## src/hw/rtl/scwc_pkg.sv

```systemverilog
// Package: types and constants of the congestion window control block.
`timescale 1ns / 1ps
package scwc_pkg;

  // Sequencer states
  typedef enum logic [2:0] {
    ST_IDLE,
    ST_UPDATE,
    ST_PREP,
    ST_DIVIDE,
    ST_FINISH
  } state_t;

  // Configuration register indexes
  localparam logic [2:0] REG_MAX_WINDOW   = 3'd0;
  localparam logic [2:0] REG_INIT_THRESH  = 3'd1;
  localparam logic [2:0] REG_DUP_LIMIT    = 3'd2;
  localparam logic [2:0] REG_SEGMENT      = 3'd3;
  localparam logic [2:0] REG_TRANSFER     = 3'd4;

  // Reset values of the configuration registers
  localparam logic [7:0]  RST_MAX_WINDOW  = 8'd100;
  localparam logic [7:0]  RST_INIT_THRESH = 8'd100;
  localparam logic [2:0]  RST_DUP_LIMIT   = 3'd3;
  localparam logic [15:0] RST_SEGMENT     = 16'd1456;
  localparam logic [31:0] RST_TRANSFER    = 32'd0;

  // Event codes
  localparam logic ACT_ACK     = 1'b0;
  localparam logic ACT_TIMEOUT = 1'b1;

  // Duplicate counter ceiling and loss threshold floor and ceiling
  localparam logic [2:0] DUP_MAX    = 3'd7;
  localparam logic [7:0] THRESH_MIN = 8'd2;
  localparam logic [7:0] THRESH_MAX = 8'd255;

  // Divider geometry
  localparam int DIVIDEND_W = 32;
  localparam int DIVISOR_W  = 16;

endpackage

```

## src/hw/rtl/sender_congestion_window_control_core.sv

```systemverilog
// Top level: sender window control with Tahoe-style congestion control.
//
//   Channel  | Handshake          | Payload
//   ---------+--------------------+---------------------------------------------
//   event in | in_valid/in_ready  | action, ack_number
//   result   | out_valid/out_ready| send_seq, send_count, retransmit,
//            |                    | window_now, stale_ack, finished
//   config   | cfg_write          | cfg_index, cfg_data (write only)
//
// Each event passes the update, prep and finish states; when packets are left
// to count it also passes the divide state, where the one-bit-a-cycle divider
// turns remaining bytes into remaining packets; other events skip the divider.
// in_ready is high only in the idle state; one event is worked at a time.
// A finished result sits in the output register while the next event is
// taken; the sequencer holds in its last state if that register is still full.
// rst is synchronous and restores all configuration and window state.
`timescale 1ns / 1ps
module sender_congestion_window_control_core #(
  parameter int WINDOW_CAP = 128
) (
  input  logic        clk,
  input  logic        rst,
  // event channel
  input  logic        in_valid,
  output logic        in_ready,
  input  logic        action,
  input  logic [31:0] ack_number,
  // result channel
  output logic        out_valid,
  input  logic        out_ready,
  output logic [31:0] send_seq,
  output logic [7:0]  send_count,
  output logic        retransmit,
  output logic [7:0]  window_now,
  output logic        stale_ack,
  output logic        finished,
  // configuration port
  input  logic        cfg_write,
  input  logic [2:0]  cfg_index,
  input  logic [31:0] cfg_data
);

  // Window width follows the cap; compares run at least at threshold width.
  localparam int CW_W  = $clog2(WINDOW_CAP + 1);
  localparam int CMP_W = (CW_W > 8) ? CW_W : 8;
  localparam logic [CW_W:0]    CAP_X = (CW_W + 1)'(WINDOW_CAP);
  localparam logic [CW_W-1:0]  CW_ONE = CW_W'(1);

  // ---------------------------------------------------------------------
  // Configuration registers
  // ---------------------------------------------------------------------
  logic [7:0]  max_window;
  logic [2:0]  dup_ack_limit;
  logic [15:0] segment_bytes;
  logic [31:0] transfer_bytes;

  always_ff @(posedge clk) begin
    if (rst) begin
      max_window     <= scwc_pkg::RST_MAX_WINDOW;
      dup_ack_limit  <= scwc_pkg::RST_DUP_LIMIT;
      segment_bytes  <= scwc_pkg::RST_SEGMENT;
      transfer_bytes <= scwc_pkg::RST_TRANSFER;
    end else if (cfg_write) begin
      case (cfg_index)
        scwc_pkg::REG_MAX_WINDOW: max_window     <= cfg_data[7:0];
        scwc_pkg::REG_DUP_LIMIT:  dup_ack_limit  <= cfg_data[2:0];
        scwc_pkg::REG_SEGMENT:    segment_bytes  <= cfg_data[15:0];
        scwc_pkg::REG_TRANSFER:   transfer_bytes <= cfg_data;
        default: ;
      endcase
    end
  end

  // ---------------------------------------------------------------------
  // Sequencer
  // ---------------------------------------------------------------------
  scwc_pkg::state_t state, state_next;

  logic in_xfer;
  logic out_free;
  logic upd_en;
  logic div_start;
  logic prep_no_div;
  logic fin_load;
  logic div_done;

  // event registers
  logic        act_q;
  logic [31:0] ack_q;

  // window state
  logic [31:0]     acked_bytes;
  logic [CW_W-1:0] cong_window;
  logic [7:0]      slow_start_limit;
  logic            in_avoidance;
  logic [2:0]      dup_count;

  // step outcome
  logic send_q, loss_q, stale_q;

  assign in_ready = (state == scwc_pkg::ST_IDLE);
  assign in_xfer  = in_valid && in_ready;
  assign out_free = !out_valid || out_ready;

  always_ff @(posedge clk) begin
    if (rst) begin
      state <= scwc_pkg::ST_IDLE;
    end else begin
      state <= state_next;
    end
  end

  always_comb begin
    state_next  = state;
    upd_en      = 1'b0;
    div_start   = 1'b0;
    prep_no_div = 1'b0;
    fin_load    = 1'b0;
    case (state)
      scwc_pkg::ST_IDLE: begin
        if (in_xfer) state_next = scwc_pkg::ST_UPDATE;
      end
      scwc_pkg::ST_UPDATE: begin
        upd_en     = 1'b1;
        state_next = scwc_pkg::ST_PREP;
      end
      scwc_pkg::ST_PREP: begin
        // count remaining packets only when something is sent and bytes remain
        if (send_q && (acked_bytes < transfer_bytes)) begin
          div_start  = 1'b1;
          state_next = scwc_pkg::ST_DIVIDE;
        end else begin
          prep_no_div = 1'b1;
          state_next  = scwc_pkg::ST_FINISH;
        end
      end
      scwc_pkg::ST_DIVIDE: begin
        if (div_done) state_next = scwc_pkg::ST_FINISH;
      end
      scwc_pkg::ST_FINISH: begin
        if (out_free) begin
          fin_load   = 1'b1;
          state_next = scwc_pkg::ST_IDLE;
        end
      end
      default: state_next = scwc_pkg::ST_IDLE;
    endcase
  end

  always_ff @(posedge clk) begin
    if (in_xfer) begin
      act_q <= action;
      ack_q <= ack_number;
    end
  end

  // ---------------------------------------------------------------------
  // Window update for one event
  // ---------------------------------------------------------------------
  logic [31:0]     ack_sat;
  logic [2:0]      dup_limit_eff;
  logic [2:0]      dup_inc;
  logic [CW_W:0]   cw_dbl;
  logic [CW_W:0]   cw_inc;
  logic [CW_W-1:0] cw_grow;
  logic            avoid_grow;
  logic [CMP_W-1:0] half_x;
  logic [7:0]      ssl_loss;

  logic [31:0]     acked_next;
  logic [CW_W-1:0] cw_next;
  logic [7:0]      ssl_next;
  logic            avoid_next;
  logic [2:0]      dup_next;
  logic            send_next, loss_next, stale_next;

  always_comb begin
    ack_sat       = (ack_q > transfer_bytes) ? transfer_bytes : ack_q;
    dup_limit_eff = (dup_ack_limit == 3'd0) ? 3'd1 : dup_ack_limit;
    dup_inc       = (dup_count < scwc_pkg::DUP_MAX) ? dup_count + 3'd1 : dup_count;

    // growth: double in slow start, add one in avoidance, both capped
    cw_dbl = {cong_window, 1'b0};
    cw_inc = {1'b0, cong_window} + (CW_W + 1)'(1);
    if (!in_avoidance) begin
      cw_grow    = (cw_dbl > CAP_X) ? CAP_X[CW_W-1:0] : cw_dbl[CW_W-1:0];
      avoid_grow = CMP_W'(cw_grow) >= CMP_W'(slow_start_limit);
    end else begin
      cw_grow    = (cw_inc > CAP_X) ? CAP_X[CW_W-1:0] : cw_inc[CW_W-1:0];
      avoid_grow = 1'b1;
    end

    // loss threshold: half the old window, clamped to [2, 255]
    half_x = CMP_W'(cong_window >> 1);
    if (half_x < CMP_W'(scwc_pkg::THRESH_MIN)) begin
      ssl_loss = scwc_pkg::THRESH_MIN;
    end else if (half_x > CMP_W'(scwc_pkg::THRESH_MAX)) begin
      ssl_loss = scwc_pkg::THRESH_MAX;
    end else begin
      ssl_loss = half_x[7:0];
    end

    acked_next = acked_bytes;
    cw_next    = cong_window;
    ssl_next   = slow_start_limit;
    avoid_next = in_avoidance;
    dup_next   = dup_count;
    send_next  = 1'b0;
    loss_next  = 1'b0;
    stale_next = 1'b0;

    if (act_q == scwc_pkg::ACT_TIMEOUT) begin
      loss_next = 1'b1;
    end else if (ack_sat < acked_bytes) begin
      stale_next = 1'b1;
    end else if (ack_sat == acked_bytes) begin
      dup_next = dup_inc;
      if (dup_inc >= dup_limit_eff) loss_next = 1'b1;
    end else begin
      acked_next = ack_sat;
      dup_next   = 3'd0;
      cw_next    = cw_grow;
      avoid_next = avoid_grow;
      send_next  = 1'b1;
    end

    if (loss_next) begin
      ssl_next   = ssl_loss;
      cw_next    = CW_ONE;
      avoid_next = 1'b0;
      dup_next   = 3'd0;
      send_next  = 1'b1;
    end
  end

  always_ff @(posedge clk) begin
    if (rst) begin
      acked_bytes      <= '0;
      cong_window      <= CW_ONE;
      slow_start_limit <= scwc_pkg::RST_INIT_THRESH;
      in_avoidance     <= 1'b0;
      dup_count        <= '0;
    end else if (cfg_write && cfg_index == scwc_pkg::REG_INIT_THRESH) begin
      // loading the initial threshold loads the live threshold; no separate copy is kept
      slow_start_limit <= cfg_data[7:0];
    end else if (upd_en) begin
      acked_bytes      <= acked_next;
      cong_window      <= cw_next;
      slow_start_limit <= ssl_next;
      in_avoidance     <= avoid_next;
      dup_count        <= dup_next;
    end
  end

  always_ff @(posedge clk) begin
    if (upd_en) begin
      send_q  <= send_next;
      loss_q  <= loss_next;
      stale_q <= stale_next;
    end
  end

  // ---------------------------------------------------------------------
  // Packets left: ceil((transfer - acked) / segment) on the serial divider
  // ---------------------------------------------------------------------
  logic [31:0] div_quo;
  logic        div_rem_nz;
  logic [32:0] left_q;

  scwc_div u_div (
    .clk         (clk),
    .rst         (rst),
    .start       (div_start),
    .dividend    (transfer_bytes - acked_bytes),
    .divisor     (segment_bytes),
    .done        (div_done),
    .quotient    (div_quo),
    .rem_nonzero (div_rem_nz)
  );

  always_ff @(posedge clk) begin
    if (prep_no_div) begin
      left_q <= '0;
    end else if (div_done) begin
      left_q <= {1'b0, div_quo} + 33'(div_rem_nz);
    end
  end

  // ---------------------------------------------------------------------
  // Result: count = min(window, packets left, max_window)
  // ---------------------------------------------------------------------
  logic [CMP_W-1:0] win_lim;
  logic [32:0]      count_x;

  always_comb begin
    win_lim = (CMP_W'(cong_window) < CMP_W'(max_window)) ? CMP_W'(cong_window)
                                                          : CMP_W'(max_window);
    count_x = (33'(win_lim) > left_q) ? left_q : 33'(win_lim);
  end

  always_ff @(posedge clk) begin
    if (rst) begin
      out_valid <= 1'b0;
    end else if (fin_load) begin
      out_valid <= 1'b1;
    end else if (out_ready) begin
      out_valid <= 1'b0;
    end
  end

  always_ff @(posedge clk) begin
    if (fin_load) begin
      send_seq   <= acked_bytes;
      send_count <= send_q ? count_x[7:0] : 8'd0;
      retransmit <= loss_q;
      window_now <= 8'(cong_window);
      stale_ack  <= stale_q;
      finished   <= acked_bytes >= transfer_bytes;
    end
  end

endmodule

```

## src/hw/rtl/scwc_div.sv

```systemverilog
// Radix-2 restoring divider: one quotient bit per cycle.
`timescale 1ns / 1ps
module scwc_div (
  input  logic                             clk,
  input  logic                             rst,
  input  logic                             start,
  input  logic [scwc_pkg::DIVIDEND_W-1:0]  dividend,
  input  logic [scwc_pkg::DIVISOR_W-1:0]   divisor,
  output logic                             done,
  output logic [scwc_pkg::DIVIDEND_W-1:0]  quotient,
  output logic                             rem_nonzero
);

  localparam int DW = scwc_pkg::DIVIDEND_W;
  localparam int SW = scwc_pkg::DIVISOR_W;
  localparam int CW = $clog2(DW);
  localparam logic [CW-1:0] LAST_STEP = CW'(DW - 1);

  logic          active;
  logic [CW-1:0] step;
  logic [SW:0]   rem;
  logic [DW-1:0] quo;
  logic [SW-1:0] dsr;

  logic [SW:0]   shifted;
  logic          fits;
  logic [SW:0]   rem_next;

  always_comb begin
    shifted  = {rem[SW-1:0], quo[DW-1]};
    fits     = shifted >= {1'b0, dsr};
    rem_next = fits ? (shifted - {1'b0, dsr}) : shifted;
  end

  always_ff @(posedge clk) begin
    if (rst) begin
      active <= 1'b0;
      done   <= 1'b0;
    end else begin
      done <= 1'b0;
      if (start) begin
        active <= 1'b1;
      end else if (active && step == LAST_STEP) begin
        active <= 1'b0;
        done   <= 1'b1;
      end
    end
  end

  always_ff @(posedge clk) begin
    if (start) begin
      step <= '0;
      rem  <= '0;
      quo  <= dividend;
      // a zero divisor acts as one
      dsr  <= (divisor == '0) ? SW'(1) : divisor;
    end else if (active) begin
      step <= step + CW'(1);
      rem  <= rem_next;
      quo  <= {quo[DW-2:0], fits};
    end
  end

  assign quotient    = quo;
  assign rem_nonzero = |rem;

endmodule

```

## config.mk

```make
export PLATFORM = sky130hd
export DESIGN_NAME = sender_congestion_window_control_core
export DESIGN_NICKNAME = d
export VERILOG_FILES = /design/src/hw/rtl/scwc_pkg.sv /design/src/hw/rtl/sender_congestion_window_control_core.sv /design/src/hw/rtl/scwc_div.sv
export SDC_FILE = /design/constraint.sdc
export NUM_CORES = 1
export LEC_CHECK = 0
export ABC_AREA = 1
export BUFFER_PORTS_ARGS = -buffer_cell sky130_fd_sc_hd__buf_4
export CAP_MARGIN = 0
export CORE_ASPECT_RATIO = 0.8
export CORE_UTILIZATION = 55
export DETAILED_ROUTE_END_ITERATION = 6
export PLACE_DENSITY = 0.74
export SLEW_MARGIN = 10
export SYNTH_ARGS = -nofsm -noshare
export SYNTH_HDL_FRONTEND = slang
export SYNTH_SLANG_ARGS = --single-unit
```

## constraint.sdc

```tcl
create_clock -name clk -period 10.24 [get_ports clk]
set_input_delay 0.512 -clock clk [delete_from_list [all_inputs] [get_ports clk]]
set_output_delay 0.512 -clock clk [all_outputs]
set_load 0.01 [all_outputs]
```

== Word level (Yosys, flattened, before mapping) ==
Index checks and enable logic that the tools add are counted.

* $lt $le $gt $ge: 14
* $add $sub $neg: 6
* Multiplexer cells: 54
* Reductions and logical operators: 26
* Bitwise logic cells: 4
* Equal/unequal tests: 16

{| class="wikitable"
|+ Operators with widths
! operator !! count
|-
| 8-bit 2-to-1 mux || 14
|-
| 32-bit 2-to-1 mux || 3
|-
| 32-bit less-than comparator || 2
|-
| 32-bit by 1-bit adder with 33-bit output || 1
|-
| 8-bit by 33-bit greater-than comparator with 1-bit output || 1
|-
| 32-bit == test || 1
|-
| 32-bit greater-or-equal comparator || 1
|-
| 32-bit greater-than comparator || 1
|-
| 32-bit subtractor || 1
|-
| 3-bit 2-to-1 mux || 10
|-
| 1-bit 2-to-1 mux || 25
|-
| 9-bit by 8-bit greater-than comparator with 1-bit output, second input constant || 2
|-
| 17-bit by 16-bit greater-or-equal comparator with 1-bit output || 1
|-
| 17-bit 2-to-1 mux || 1
|-
| 17-bit OR reduction || 1
|-
| 17-bit by 16-bit subtractor with 17-bit output || 1
|-
| 16-bit zero test || 1
|-
| 3-bit case mux with 5 select lines || 1
|-
| 3-bit by 2-bit == test with 1-bit output, second input constant || 4
|-
| 2-bit AND reduction || 5
|-
| 5-bit AND reduction || 2
|-
| 2-bit nonzero test || 5
|-
| 8-bit by 1-bit adder with 9-bit output, second input constant || 1
|-
| 3-bit zero test || 3
|-
| 20 further kinds || 32
|}

* Output and inout bits: 53
* Word-level logic and storage cells: 149
* Register bits after elaboration: 307
* Bits of input ports: 73

== Logic depth before layout (Yosys ltp) ==
Gate-level depths: netlist of the first run.

* Word-level depth: 10
* Mapped depth: 34
* Depth with buffers taken out: 32

== By module ==
Synthesis of the first run repeated with hierarchy kept, for this count alone.

* Cell total of the unflattened synthesis: 2,467
* Area, all modules: 18,536.5 um2

{| class="wikitable"
|+ Modules (own cells, without submodules)
! module !! area each (um2) !! cells an instance !! sequential area each (um2) !! instances
|-
| sender_congestion_window_control_core || 14,263.7 || 1,912 || 5,575.3 || 1
|-
| scwc_div || 4,272.8 || 555 || 1,921.8 || 1
|}

== Worst setup path before layout of the first run ==
Ideal clock, no wire load.

* Kind: input to register
* From: input out_ready
* To: register finished, enable pin
* Arrival: 4.066 ns
* Required time: 9.717 ns
* Buffers on the path: 0
* Setup slack: 5.652 ns
* Setup time: 0.523 ns
* Stages: 2
* Cell sequence: nor2_1 > nor3_1

* Word-level cells in the longest chain between the ends: 3

{| class="wikitable"
|+ Ends and longest elaborated chain
! element !! RTL line !! RTL
|-
| from (decl) || sender_congestion_window_control_core.sv:30 || <nowiki>input logic out_ready,</nowiki>
|-
| 1-bit logical OR || sender_congestion_window_control_core.sv:103 || <nowiki>assign out_free = !out_valid || out_ready;</nowiki>
|-
| 1-bit 2-to-1 mux || sender_congestion_window_control_core.sv:141 || <nowiki>if (out_free) begin</nowiki>
|-
| 1-bit 2-to-1 mux || sender_congestion_window_control_core.sv:119 || <nowiki>case (state)</nowiki>
|-
| via fin_load || sender_congestion_window_control_core.sv:84 || <nowiki>logic fin_load;</nowiki>
|-
| to (signal assigned) || sender_congestion_window_control_core.sv:318 || <nowiki>finished <= acked_bytes >= transfer_bytes;</nowiki>
|-
| to (decl) || sender_congestion_window_control_core.sv:36 || <nowiki>output logic finished,</nowiki>
|}

The timed path passes the listed nets, and every way through them passes these cells.
A chain may end at the register's enable or synchronous reset.

== Worst setup path after layout of the first run ==
* From: register transfer_bytes[27]
* To: register acked_bytes[26]

* Word-level cells in the longest chain between the ends: 5
* Elaborated cells between the ends (all ways): 7
* Those cells by class: order compare: 2; eq/ne: 1; mux: 1; bitwise: 2; reduce/logical: 1

{| class="wikitable"
|+ Ends and longest elaborated chain
! element !! RTL line !! RTL
|-
| from (decl) || sender_congestion_window_control_core.sv:55 || <nowiki>logic [31:0] transfer_bytes;</nowiki>
|-
| from (signal assigned) || sender_congestion_window_control_core.sv:62 || <nowiki>transfer_bytes <= scwc_pkg::RST_TRANSFER;</nowiki>
|-
| from (signal assigned) || sender_congestion_window_control_core.sv:68 || <nowiki>scwc_pkg::REG_TRANSFER: transfer_bytes <= cfg_data;</nowiki>
|-
| 32-bit greater-than comparator * || sender_congestion_window_control_core.sv:178 || <nowiki>ack_sat = (ack_q > transfer_bytes) ? transfer_bytes : ack_q;</nowiki>
|-
| 32-bit 2-to-1 mux * || sender_congestion_window_control_core.sv:178 ||
|-
| via ack_sat[23] || sender_congestion_window_control_core.sv:160 || <nowiki>logic [31:0] ack_sat;</nowiki>
|-
| 32-bit less-than comparator or 32-bit == test (tied branches) || sender_congestion_window_control_core.sv:214, sender_congestion_window_control_core.sv:216 ||
|-
| 1-bit NOT (no source line) || - ||
|-
| 5-bit AND reduction (no source line) * || - ||
|-
| to (signal assigned) || sender_congestion_window_control_core.sv:247 || <nowiki>acked_bytes <= acked_next;</nowiki>
|-
| to (decl) || sender_congestion_window_control_core.sv:92 || <nowiki>logic [31:0] acked_bytes;</nowiki>
|}

The timed path passes the listed nets; every way through them passes the cells marked *.

==> impl_metrics.toml, run 1 <==
[detailed_routing]
ant_nets = 0
viasPerCell = 5.600
top_layer_used = "met4"
wl_met1_um = 23530
dr.pass1.iters = 6
drt_iter0_markers = 1494
wire_per_inst_um = 17.61
wl_met2_um = 21370
drc = 0
met3_length_um = 4122
dr_total_vias = 16000
totalWireLength_um = 50310

[placed_design]
io_buffers = 125
pre_cts_slack_ps = 4397
hpwl_um = 37720
routabilityCongestion = 0.9412
placed_cells = 2798

[sta]
slew_viol_final = 0
setup_viol = 0
fin_skew_ps = 11.19
fin_crit_sh_pct = 58.43
hold_viol = 0
setup_tns_ps = 0
timing.fmax_ghz = 0.1671
final.setup.worst_slack_ps = 4257
relSlewSlack_pct = 19.55
tightest_slew_ps = 1204
grt_setup_unrepaired = "false"
finalCriticalPeriod_ps = 5983

[cells_and_area]
final_cells = 2856
synthToLayoutAreaGrowth_pct = 11.64
antenna_cells = 0
nNetsFinal = 2631
n_fill_cell = 2784
multi_input_area_um2 = 9074
seqCellArea_um2 = 7497
drive_gt1_share_pct = 9.195

[worst_setup_path]
reg2reg_slack_ps = 4260
rr_worst_depth = 23
worstReg2RegStart = "transfer_bytes[27]$_SDFFE_PP0P_"
cp_data_arrival_time_ps = 6460
worstSetupPathType = "flop to flop"
cp-endpoint = "acked_bytes[26]$_SDFFE_PP0P_"
worstPathRequired_ps = 10720
critical_path.startpoint_type = "flop"
cp-startpoint = "transfer_bytes[27]$_SDFFE_PP0P_"
r2r_end = "acked_bytes[26]$_SDFFE_PP0P_"
end_kind = "flop"
path_max_fanout = 64

[flow_run]
cap_violations = 0

[global_routing]
grt_start_max_net_pins = 73
grt.overflow.total = 0
antenna_found_initial = 0
grt_pass1_vias = 14870
grt_use_total_pct = 30.07
grt_pass1_wl_um = 79230

[logic_synthesis]
synth.area.top_cells = "edfxtp_1 (23%), dfxtp_1 (19%), nand2_1 (12%)"
synth.yosys.seq_area_share_pct = 41.68
yosys_warnings = 0
syn_avg_cell_area_um2 = 7.743
yosys-mux-area-fraction_pct = 0
synth-seq-cells = 307
synth_area_um2 = 17990
synthAdderAreaFrac_pct = 10.31
synth_most_common_cell = "nand2_1"
synth_compound_area_share_pct = 13.33
synth_top_flop_cell = "dfxtp_1"
synth_top_family_by_area = "simple AND/OR/NAND/NOR gates"
yosysUniqueCellTypes = 50
synth_largest_area_cell = "edfxtp_1"
synth_edf_count = 135
synth_top_area_share_pct = 22.54
synth_cells = 2323
synth_xor_xnor_area_share_pct = 3.262
synthTopCellsByCount = "nand2_1 (557), inv_1 (278), nor2_1 (214)"
synthesis.nets = 2543
synth-simple-area-share_pct = 23.48
async_reset_ff_share_pct = 0

[die]
dieHeight_um = 163.8
rows = 58
ioPinCount = 126
coreArea_um2 = 31790
die_w_um = 204.2
initial_utilization_pct = 56.59
dieArea_um2 = 33440

[clock_tree]
root_buffer = "clkbuf_16"
cts_tree = "done"
h-tree-depth = 1
path_clk_slew_ps = 70
cts_buffers = 31
cts_sinks = 307
post_cts_resized = 0
clock_path_buffers = 3
clkLatencyLatePin_ps = 580
cts_hold_repair.buffers = 0
cts_setup_buffers = 0

[pwr]
ir_drop_mv = 0.1664
p_leak_nw = 9.256
powerDensity_nw_per_um2 = 273.8

[min_path]
hp-class = "input port to flop"

[status]
status = "finished, final reports clean"
worst min path at each step:
| stage | start | end | cells past startpoint |
|---|---|---|---|
| after detailed placement | loss_q$_DFFE_PP_ | retransmit$_DFFE_PP_ | 0 |
| after CTS | ack_number[13] | ack_q[13]$_DFFE_PP_ | 1 |
| after global routing | ack_number[13] | ack_q[13]$_DFFE_PP_ | 1 |
| after floorplan | loss_q$_DFFE_PP_ | retransmit$_DFFE_PP_ | 0 |
| after global placement | stale_q$_SDFFCE_PP0P_ | stale_ack$_DFFE_PP_ | 0 |
| final | ack_number[2] | ack_q[2]$_DFFE_PP_ | 1 |
layout by cell type (no fill, tap or decap), types with 7 or more instances in the layout:
| cell type | count |
|---|---|
| a21oi_1 | 189 |
| o21bai_1 | 9 |
| nand3_1 | 115 |
| xnor2_1 | 31 |
| clkinv_1 | 9 |
| nand2_2 | 7 |
| dfxtp_1 | 172 |
| buf_4 | 136 |
| nor2_2 | 9 |
| nor3_1 | 25 |
| inv_1 | 278 |
| a21o_1 | 10 |
| o211ai_1 | 11 |
| o21a_1 | 9 |
| nand4_1 | 33 |
| xor2_1 | 36 |
| nor2_1 | 214 |
| o21ai_0 | 160 |
| nand2_1 | 557 |
| o21ai_1 | 12 |
| nor4_1 | 9 |
| ha_1 | 145 |
| clkbuf_16 | 31 |
| edfxtp_1 | 135 |
| clkbuf_1 | 9 |
| a211oi_1 | 10 |
power breakdown:
part           switching (mW)  leakage [nW]  internal [mW]  total, mW
clock                   0.481         0.435          0.556       1.04
combinational            1.78          6.17          0.924       2.70
sequential              0.191          2.65           1.57       1.76
total                    2.45          9.26           3.05       5.50
stage by stage:
| stage | power [mW] | instance area (um^2) | hold WS [ps] | util [%] |
|---|---|---|---|---|
| 5_1_grt | 5.914 | 20080 | 94.47 | 63.18 |
| 6_report | 5.499 | 20080 | 107.6 | 63.18 |
| 2_1_floorplan | 3.678 | 17990 | 400.3 | - |
| 3_3_place_gp | 4.362 | 19180 | 402.2 | 60.34 |
| 3_5_place_dp | 4.407 | 19180 | 406.2 | 60.34 |
| 4_1_cts | 5.456 | 20080 | 93.09 | 63.18 |
sequential cells by signal, indices dropped and copies added (netlist names), 3 cells and up:
name / flops
segment_bytes: 16
ack_q: 32
u_div.dsr: 16
window_now: 8
left_q: 33
u_div.rem: 17
dup_ack_limit: 3
send_seq: 32
state: 3
acked_bytes: 32
send_count: 8
u_div.step: 5
max_window: 8
dup_count: 3
u_div.quotient: 32
transfer_bytes: 32
cong_window: 8
slow_start_limit: 8
critical path, cell delays in order (launching register included):
cell and delay (ps):
dfxtp_1 400, inv_1 90, ha_1 310, nand2_1 80, nor2_1 130, nand2_1 120
nor4_2 370, nand2_1 100, nand2_1 890, nand2_1 520, buf_4 380, nand2_1 90
nand2_1 70, ha_1 310, nand2_1 70, nor2_1 230, nand3_1 100, nor3_1 410
nand2_1 200, nand4_2 140, buf_4 540, nand2_1 130, nand2_1 100, nor2_1 60
layer usage:
metal	vias up	global-route usage [%]
li1	7889	-
met1	7407	43.80
met2	630	45.86
met3	69	5.159
met4	0	8.039
met5	-	0
cell families after synthesis:
kind of cell / count (synthesis)
simple gates: 999
compound gates: 439
buf+inv: 364
flops: 307
fa+ha+maj: 147
xor+xnor: 67
area by class of cell:
cell class,instances,share of cell area [%]
clock inverter,18,0.4549
timing repair buffer,136,5.084
clock buffer,40,4.031
tap,420,2.617
multi-input combinational,1652,45.19
sequential,307,37.34
inverter,283,5.290
No activity file was read; power rests on OpenSTA's default activity.
==> run 2, diff against run 1 <==
Settings changed: ABC_AREA 1 to 0.
Clock period 10.24 ns to 5.6 ns, I/O delays scaled along.
==> impl_metrics.toml, run 2 <==
[cells_and_area]
post-route-cell-area_um2 = 20410
final_common_cell = "nand2_1"
largest_reg_flops = 33
drive_gt1_share_pct = 13.68
antenna_cells = 0
layout_common_cells = "nand2_1 (201), dfxtp_1 (170), buf_4 (156), ha_1 (145), a21oi_1 (137)"
nNetsFinal = 2206
synthToLayoutAreaGrowth_pct = 18.08
regMostFlops = "left_q"

[detailed_routing]
ant_nets = 0
wire_per_inst_um = 19.37
drc = 0
totalWireLength_um = 46930
wl_met2_um = 19670
wl_met1_um = 22100
drt_iter0_markers = 1400
viasPerCell = 5.945
dr.pass1.iters = 6
met3_length_um = 3897
dr_total_vias = 14410
top_layer_used = "met5"

[global_routing]
grt_pass1_vias = 13600
grt_start_max_net_pins = 72
grt_pass1_wl_um = 74000
antenna_found_initial = 1
grt.overflow.total = 0
grt_use_total_pct = 28.94

[pwr]
powerDensity_nw_per_um2 = 338.6
p_leak_nw = 8.361
p_int_mw = 4.707
ir_drop_mv = 0.2243
power_frac_comb_pct = 29.5
clock_power_share_pct = 31.3
switching_share_pct = 31.88
p_switching_mw = 2.203
seq_power_share_pct = 39.2

[status]
status = "finished, final reports clean"

[flow_run]
cap_violations = 0

[die]
dieHeight_um = 160.6
initial_utilization_pct = 56.36
rows = 57
coreArea_um2 = 30670
ioPinCount = 126
dieArea_um2 = 32140
die_w_um = 200.2

[logic_synthesis]
synthesis.nets = 2051
synth.yosys.seq_area_share_pct = 43.38
synth_area_um2 = 17280
synth_most_common_cell = "nand2_1"
synth_top_area_share_pct = 23.46
synth_edf_count = 135
yosys_warnings = 0
synthTopCellsByCount = "nand2_1 (202), dfxtp_1 (172), ha_1 (145)"
synth_top_flop_cell = "dfxtp_1"
synth-seq-cells = 307
yosysUniqueCellTypes = 74
synth.area.top_cells = "edfxtp_1 (23%), dfxtp_1 (20%), ha_1 (10%)"
synth_cells = 1831
synth_largest_area_cell = "edfxtp_1"
syn_avg_cell_area_um2 = 9.439
async_reset_ff_share_pct = 0

[worst_setup_path]
critical_path.startpoint_type = "flop"
crit_chain = "inv_1, ha_1, nand4_1, nor3_2, nand4_1, or4_4, nor2_1, o31ai_1, a21oi_4, buf_12, mux2_4, ha_1, nand4_1, nor2_2, nand3_1, nor4_4, nor2b_4, o211ai_1, buf_4, a221o_1, o211a_1"
crit_family = "simple AND/OR/NAND/NOR gates"
rr_worst_depth = 21
crit_path_frequent_cell = "nand4_1"
r2r_end = "slow_start_limit[0]$_SDFFE_PP0P_"
crit_buf_inv = 3
path_max_fanout = 11
end_kind = "flop"
worstReg2RegStart = "transfer_bytes[27]$_SDFFE_PP0P_"
worstPathRequired_ps = 6070
critical_path.slowest_cell = "or4_4"
cp_data_arrival_time_ps = 5800
reg2reg_slack_ps = 260
cpPeakStageDelay_ps = 590
worstSetupPathType = "flop to flop"

[sta]
fin_crit_sh_pct = 95.28
slew_viol_final = 0
setup_viol = 0
grt_setup_unrepaired = "false"
tightest_slew_ps = 1252
timing.fmax_ghz = 0.1874
hold_viol = 0
relSlewSlack_pct = 16.51
final.setup.worst_slack_ps = 264.6
finalCriticalPeriod_ps = 5335
fin_skew_ps = 18.92

[clock_tree]
clkLatencyLatePin_ps = 580
h-tree-depth = 1
cts_tree = "done"
path_clk_slew_ps = 60
root_buffer = "clkbuf_16"
clock_path_buffers = 3
cts_buffers = 31
cts_sinks = 307

[placed_design]
pre_cts_slack_ps = -44.78
dpl_cell_area_um2 = 18650
routabilityCongestion = 0.9710
io_buffers = 125
hpwl_um = 33640

[min_path]
hold_end = "transfer_bytes[30]$_SDFFE_PP0P_"
hp-class = "input port to flop"
holdPathStages = 3
hold_start = "cfg_data[30]"
run 2: changes by cell type after synthesis, sizes merged, moves of 56 or more:
cell	delta
a21oi	-56
nand3	-77
o21ai	-60
inv	-147
nand2	-363
nor2	-109
run 2: repair_timing:
item	in CTS	in global routing
hold buffers	59	0
pin swaps	0	6
setup buffers	0	3
resized for setup	2	17
endpoints found under the setup margin	7	54
hold endpoints to repair	67	0
gates cloned	0	1
run 2: cell type report:
cell class	count	area (um^2)
Clock inverter	15	178.9
Tap cell	413	516.7
Inverter	136	510.5
Clock buffer	42	879.6
Fill cell	2494	10260
Multi-Input combinational cell	1290	8969
Timing Repair Buffer	220	1853
Sequential cell	307	7500
run 2: metrics by stage:
step / util, % / instances / total power [mW] / hold WS (ps) / setup TNS, ps
after floorplan: - / 1831 / 4.146 / 378.9 / 0
after global placement: 60.81 / 2303 / 4.627 / 414.4 / 0
after detailed placement: 60.81 / 2303 / 4.678 / 411.6 / -87.49
after CTS: 66.23 / 2419 / 6.876 / 1.836 / 0
after global routing: 66.54 / 2423 / 7.260 / 9.079 / 0
final: 66.54 / 2423 / 6.909 / 9.556 / 0
run 2: power groups by stage:
stage	Sequential, mW	Clock (mW)	Combinational, mW
after CTS	2.70	2.19	1.98
after global placement	2.74	0	1.88
final	2.71	2.17	2.04
after detailed placement	2.75	0	1.93
after global routing	2.73	2.28	2.25
after floorplan	2.70	0	1.45
run 2: worst max-delay path by stage:
stage                                                from  cells past startpoint  slack [ps]                                to
after detailed placement  transfer_bytes[29]$_SDFFE_PP0P_                     22         -40  slow_start_limit[0]$_SDFFE_PP0P_
after global placement    transfer_bytes[29]$_SDFFE_PP0P_                     21         150         dup_count[0]$_SDFFE_PP0P_
after CTS                 transfer_bytes[29]$_SDFFE_PP0P_                     21          20  slow_start_limit[0]$_SDFFE_PP0P_
final                     transfer_bytes[27]$_SDFFE_PP0P_                     21         260  slow_start_limit[0]$_SDFFE_PP0P_
after floorplan           transfer_bytes[29]$_SDFFE_PP0P_                     22         590  slow_start_limit[0]$_SDFFE_PP0P_
after global routing      transfer_bytes[30]$_SDFFE_PP0P_                     21          20         dup_count[0]$_SDFFE_PP0P_
run 2: routing by layer:
layer  vias to the layer above  track usage, %
met5                         -               0
met4                         2           8.112
met3                        96           5.032
met2                       594           42.60
met1                      6785           43.40
li1                       6928               -
run 2: logic make-up after synthesis:
kind of cell | Yosys count | synth area share, %
and+or+nand+nor | 523 | 14.12
AOI/OAI and AO/OA | 483 | 18.29
DFF | 307 | 43.38
buffers and inverters | 235 | 5.285
adders and majority gates | 147 | 10.73
xor gates and xnor gates | 75 | 3.801
muxes | 61 | 4.394
run 2: worst min-delay path, cell delays in order:
cell     delay (ps)
buf_4           110
nand2_1          80
a21oi_1          70
==> run 3, diff against run 2 <==
Settings changed: ABC_AREA 0 to 1, ABC_CLOCK_PERIOD_IN_PS from default to 5600.
==> impl_metrics.toml, run 3 (same netlist as run 1, synthesis figures left out) <==
[worst_setup_path]
cpPeakStageDelay_ps = 520
crit_chain = "inv_1, ha_1, nand2_1, nor2_1, nand2_1, nor4_2, nand4_1, nand2_1, buf_4, nand2_1, nand2_1, ha_1, nand2_1, nor2_1, nand4_1, nor2_1, nand2_1, nand4_2, buf_4, nand2_1, nand2_1, nor2_1"
critical_path.slowest_cell = "buf_4"
end_kind = "flop"
path_max_fanout = 50
worstSetupPathType = "flop to flop"
crit_buf_inv = 3
r2r_end = "acked_bytes[14]$_SDFFE_PP0P_"
crit_family = "simple AND/OR/NAND/NOR gates"
reg2reg_slack_ps = 520
crit_path_frequent_cell = "nand2_1"
rr_worst_depth = 22
critical_path.startpoint_type = "flop"
worst-path-stages = 22
cp_data_arrival_time_ps = 5530
worstPathRequired_ps = 6050
worstReg2RegStart = "transfer_bytes[31]$_SDFFE_PP0P_"

[global_routing]
busiest_layer = "met2"
use_met1_pct = 45.03
grt_pass1_wl_um = 80660
grt_use_total_pct = 30.64
grt.overflow.total = 0
grt_start_max_net_pins = 65
met3_usage_pct = 4.187
grt_pass1_vias = 15220
antenna_found_initial = 0
grt_use_met2_pct = 46.83

[clock_tree]
clkLatencyLatePin_ps = 580
cts_buffers = 31
cts_tree = "done"
clock_path_buffers = 3
h-tree-depth = 1
cts_sinks = 307
root_buffer = "clkbuf_16"
path_clk_slew_ps = 60

[sta]
fin_crit_sh_pct = 90.74
fin_skew_ps = 29.91
setup_tns_ps = 0
tightest_slew_ps = 946.7
hold_viol = 0
slew_viol_final = 0
relSlewSlack_pct = 36.82
grt_setup_unrepaired = "false"
setup_viol = 0
timing.fmax_ghz = 0.1968
finalCriticalPeriod_ps = 5082

[pwr]
switching_share_pct = 44.04
p_int_mw = 5.772
p_switching_mw = 4.542
powerDensity_nw_per_um2 = 499.4
p_total_mw = 10.31
power_frac_comb_pct = 48.6
clock_power_share_pct = 20.1
p_leak_nw = 9.514
ir_drop_mv = 0.2879
seq_power_share_pct = 31.2

[cells_and_area]
post-route-cell-area_um2 = 20650
regMostFlops = "left_q"
fin_util_pct = 64.97
drive_gt1_share_pct = 9.388
largest_reg_flops = 33
n_fill_cell = 2738
synthToLayoutAreaGrowth_pct = 14.82
final_common_cell = "nand2_1"
nNetsFinal = 2677
antenna_cells = 0
final_cells = 2902
layout_common_cells = "nand2_1 (557), inv_1 (278), nor2_1 (214), a21oi_1 (189), dfxtp_1 (172)"

[die]
rows = 58
ioPinCount = 126
dieArea_um2 = 33440
initial_utilization_pct = 56.59
dieHeight_um = 163.8
die_w_um = 204.2
coreArea_um2 = 31790

[min_path]
hold_start = "cfg_data[19]"
hp-class = "input port to flop"
holdPathStages = 3
hold_end = "transfer_bytes[19]$_SDFFE_PP0P_"

[detailed_routing]
drt_iter0_markers = 1628
ant_nets = 0
dr.pass1.iters = 6
viasPerCell = 5.605
drc = 0
dr_total_vias = 16270
wire_per_inst_um = 17.69
totalWireLength_um = 51330

[status]
status = "finished, final reports clean"

[placed_design]
placed_cells = 2799
io_buffers = 125
routabilityCongestion = 0.9709
dpl_cell_area_um2 = 19190
hpwl_um = 38550

[flow_run]
cap_violations = 0
run 3: routing by layer:
layer / routed length (um) / part of all wire [%]
met5: 0 / 0
met4: 1332 / 2.6
met3: 3754 / 7.3
met2: 22190 / 43
met1: 24060 / 47
run 3: area by class of cell:
| type | count | area [um^2] | area share [%] |
|---|---|---|---|
| multi-input combinational | 1652 | 9074 | 43.94 |
| sequential | 307 | 7497 | 36.30 |
| tap | 420 | 525.5 | 2.545 |
| clock inverter | 10 | 80.08 | 0.3877 |
| timing repair buffer | 182 | 1479 | 7.161 |
| inverter | 283 | 1062 | 5.144 |
| clock buffer | 48 | 934.6 | 4.526 |
run 3: worst min-delay path, stage by stage:
cell and delay, ps:
buf_4 80, o21ai_0 90, a21oi_1 120
run 3: repair_timing:
item,in CTS,in global routing
hold buffers,45,0
buffers inserted,0,0
hold endpoints to repair,45,0
gates resized for setup,0,0
run 3: how the worst max path moves through the flow:
stage                               startpoint                            to  slack (ps)
2_1_floorplan            state[0]$_SDFFE_PP0P_            finished$_DFFE_PP_        1070
3_3_place_gp   transfer_bytes[31]$_SDFFE_PP0P_  acked_bytes[23]$_SDFFE_PP0P_         790
3_5_place_dp   transfer_bytes[31]$_SDFFE_PP0P_  acked_bytes[25]$_SDFFE_PP0P_         670
4_1_cts        transfer_bytes[31]$_SDFFE_PP0P_  acked_bytes[14]$_SDFFE_PP0P_         640
5_1_grt        transfer_bytes[31]$_SDFFE_PP0P_  acked_bytes[14]$_SDFFE_PP0P_         190
6_report       transfer_bytes[31]$_SDFFE_PP0P_  acked_bytes[14]$_SDFFE_PP0P_         520
run 3: through the flow:
step | worst slack, ps | hold slack [ps]
global route | 192.8 | 14.72
detailed placement | 668.4 | 415.3
CTS | 637.2 | 1.982
floorplan | 1071 | 378.9
finish | 518.5 | 21.98
global placement | 785.5 | 413.0
run 3: power by group through the flow:
stage	sequential (mW)	combinational, mW	clock, mW
global route	3.26	5.60	2.20
finish	3.22	5.01	2.08
CTS	3.21	4.92	2.10
floorplan	3.12	3.60	0
global placement	3.24	4.77	0
detailed placement	3.25	4.85	0
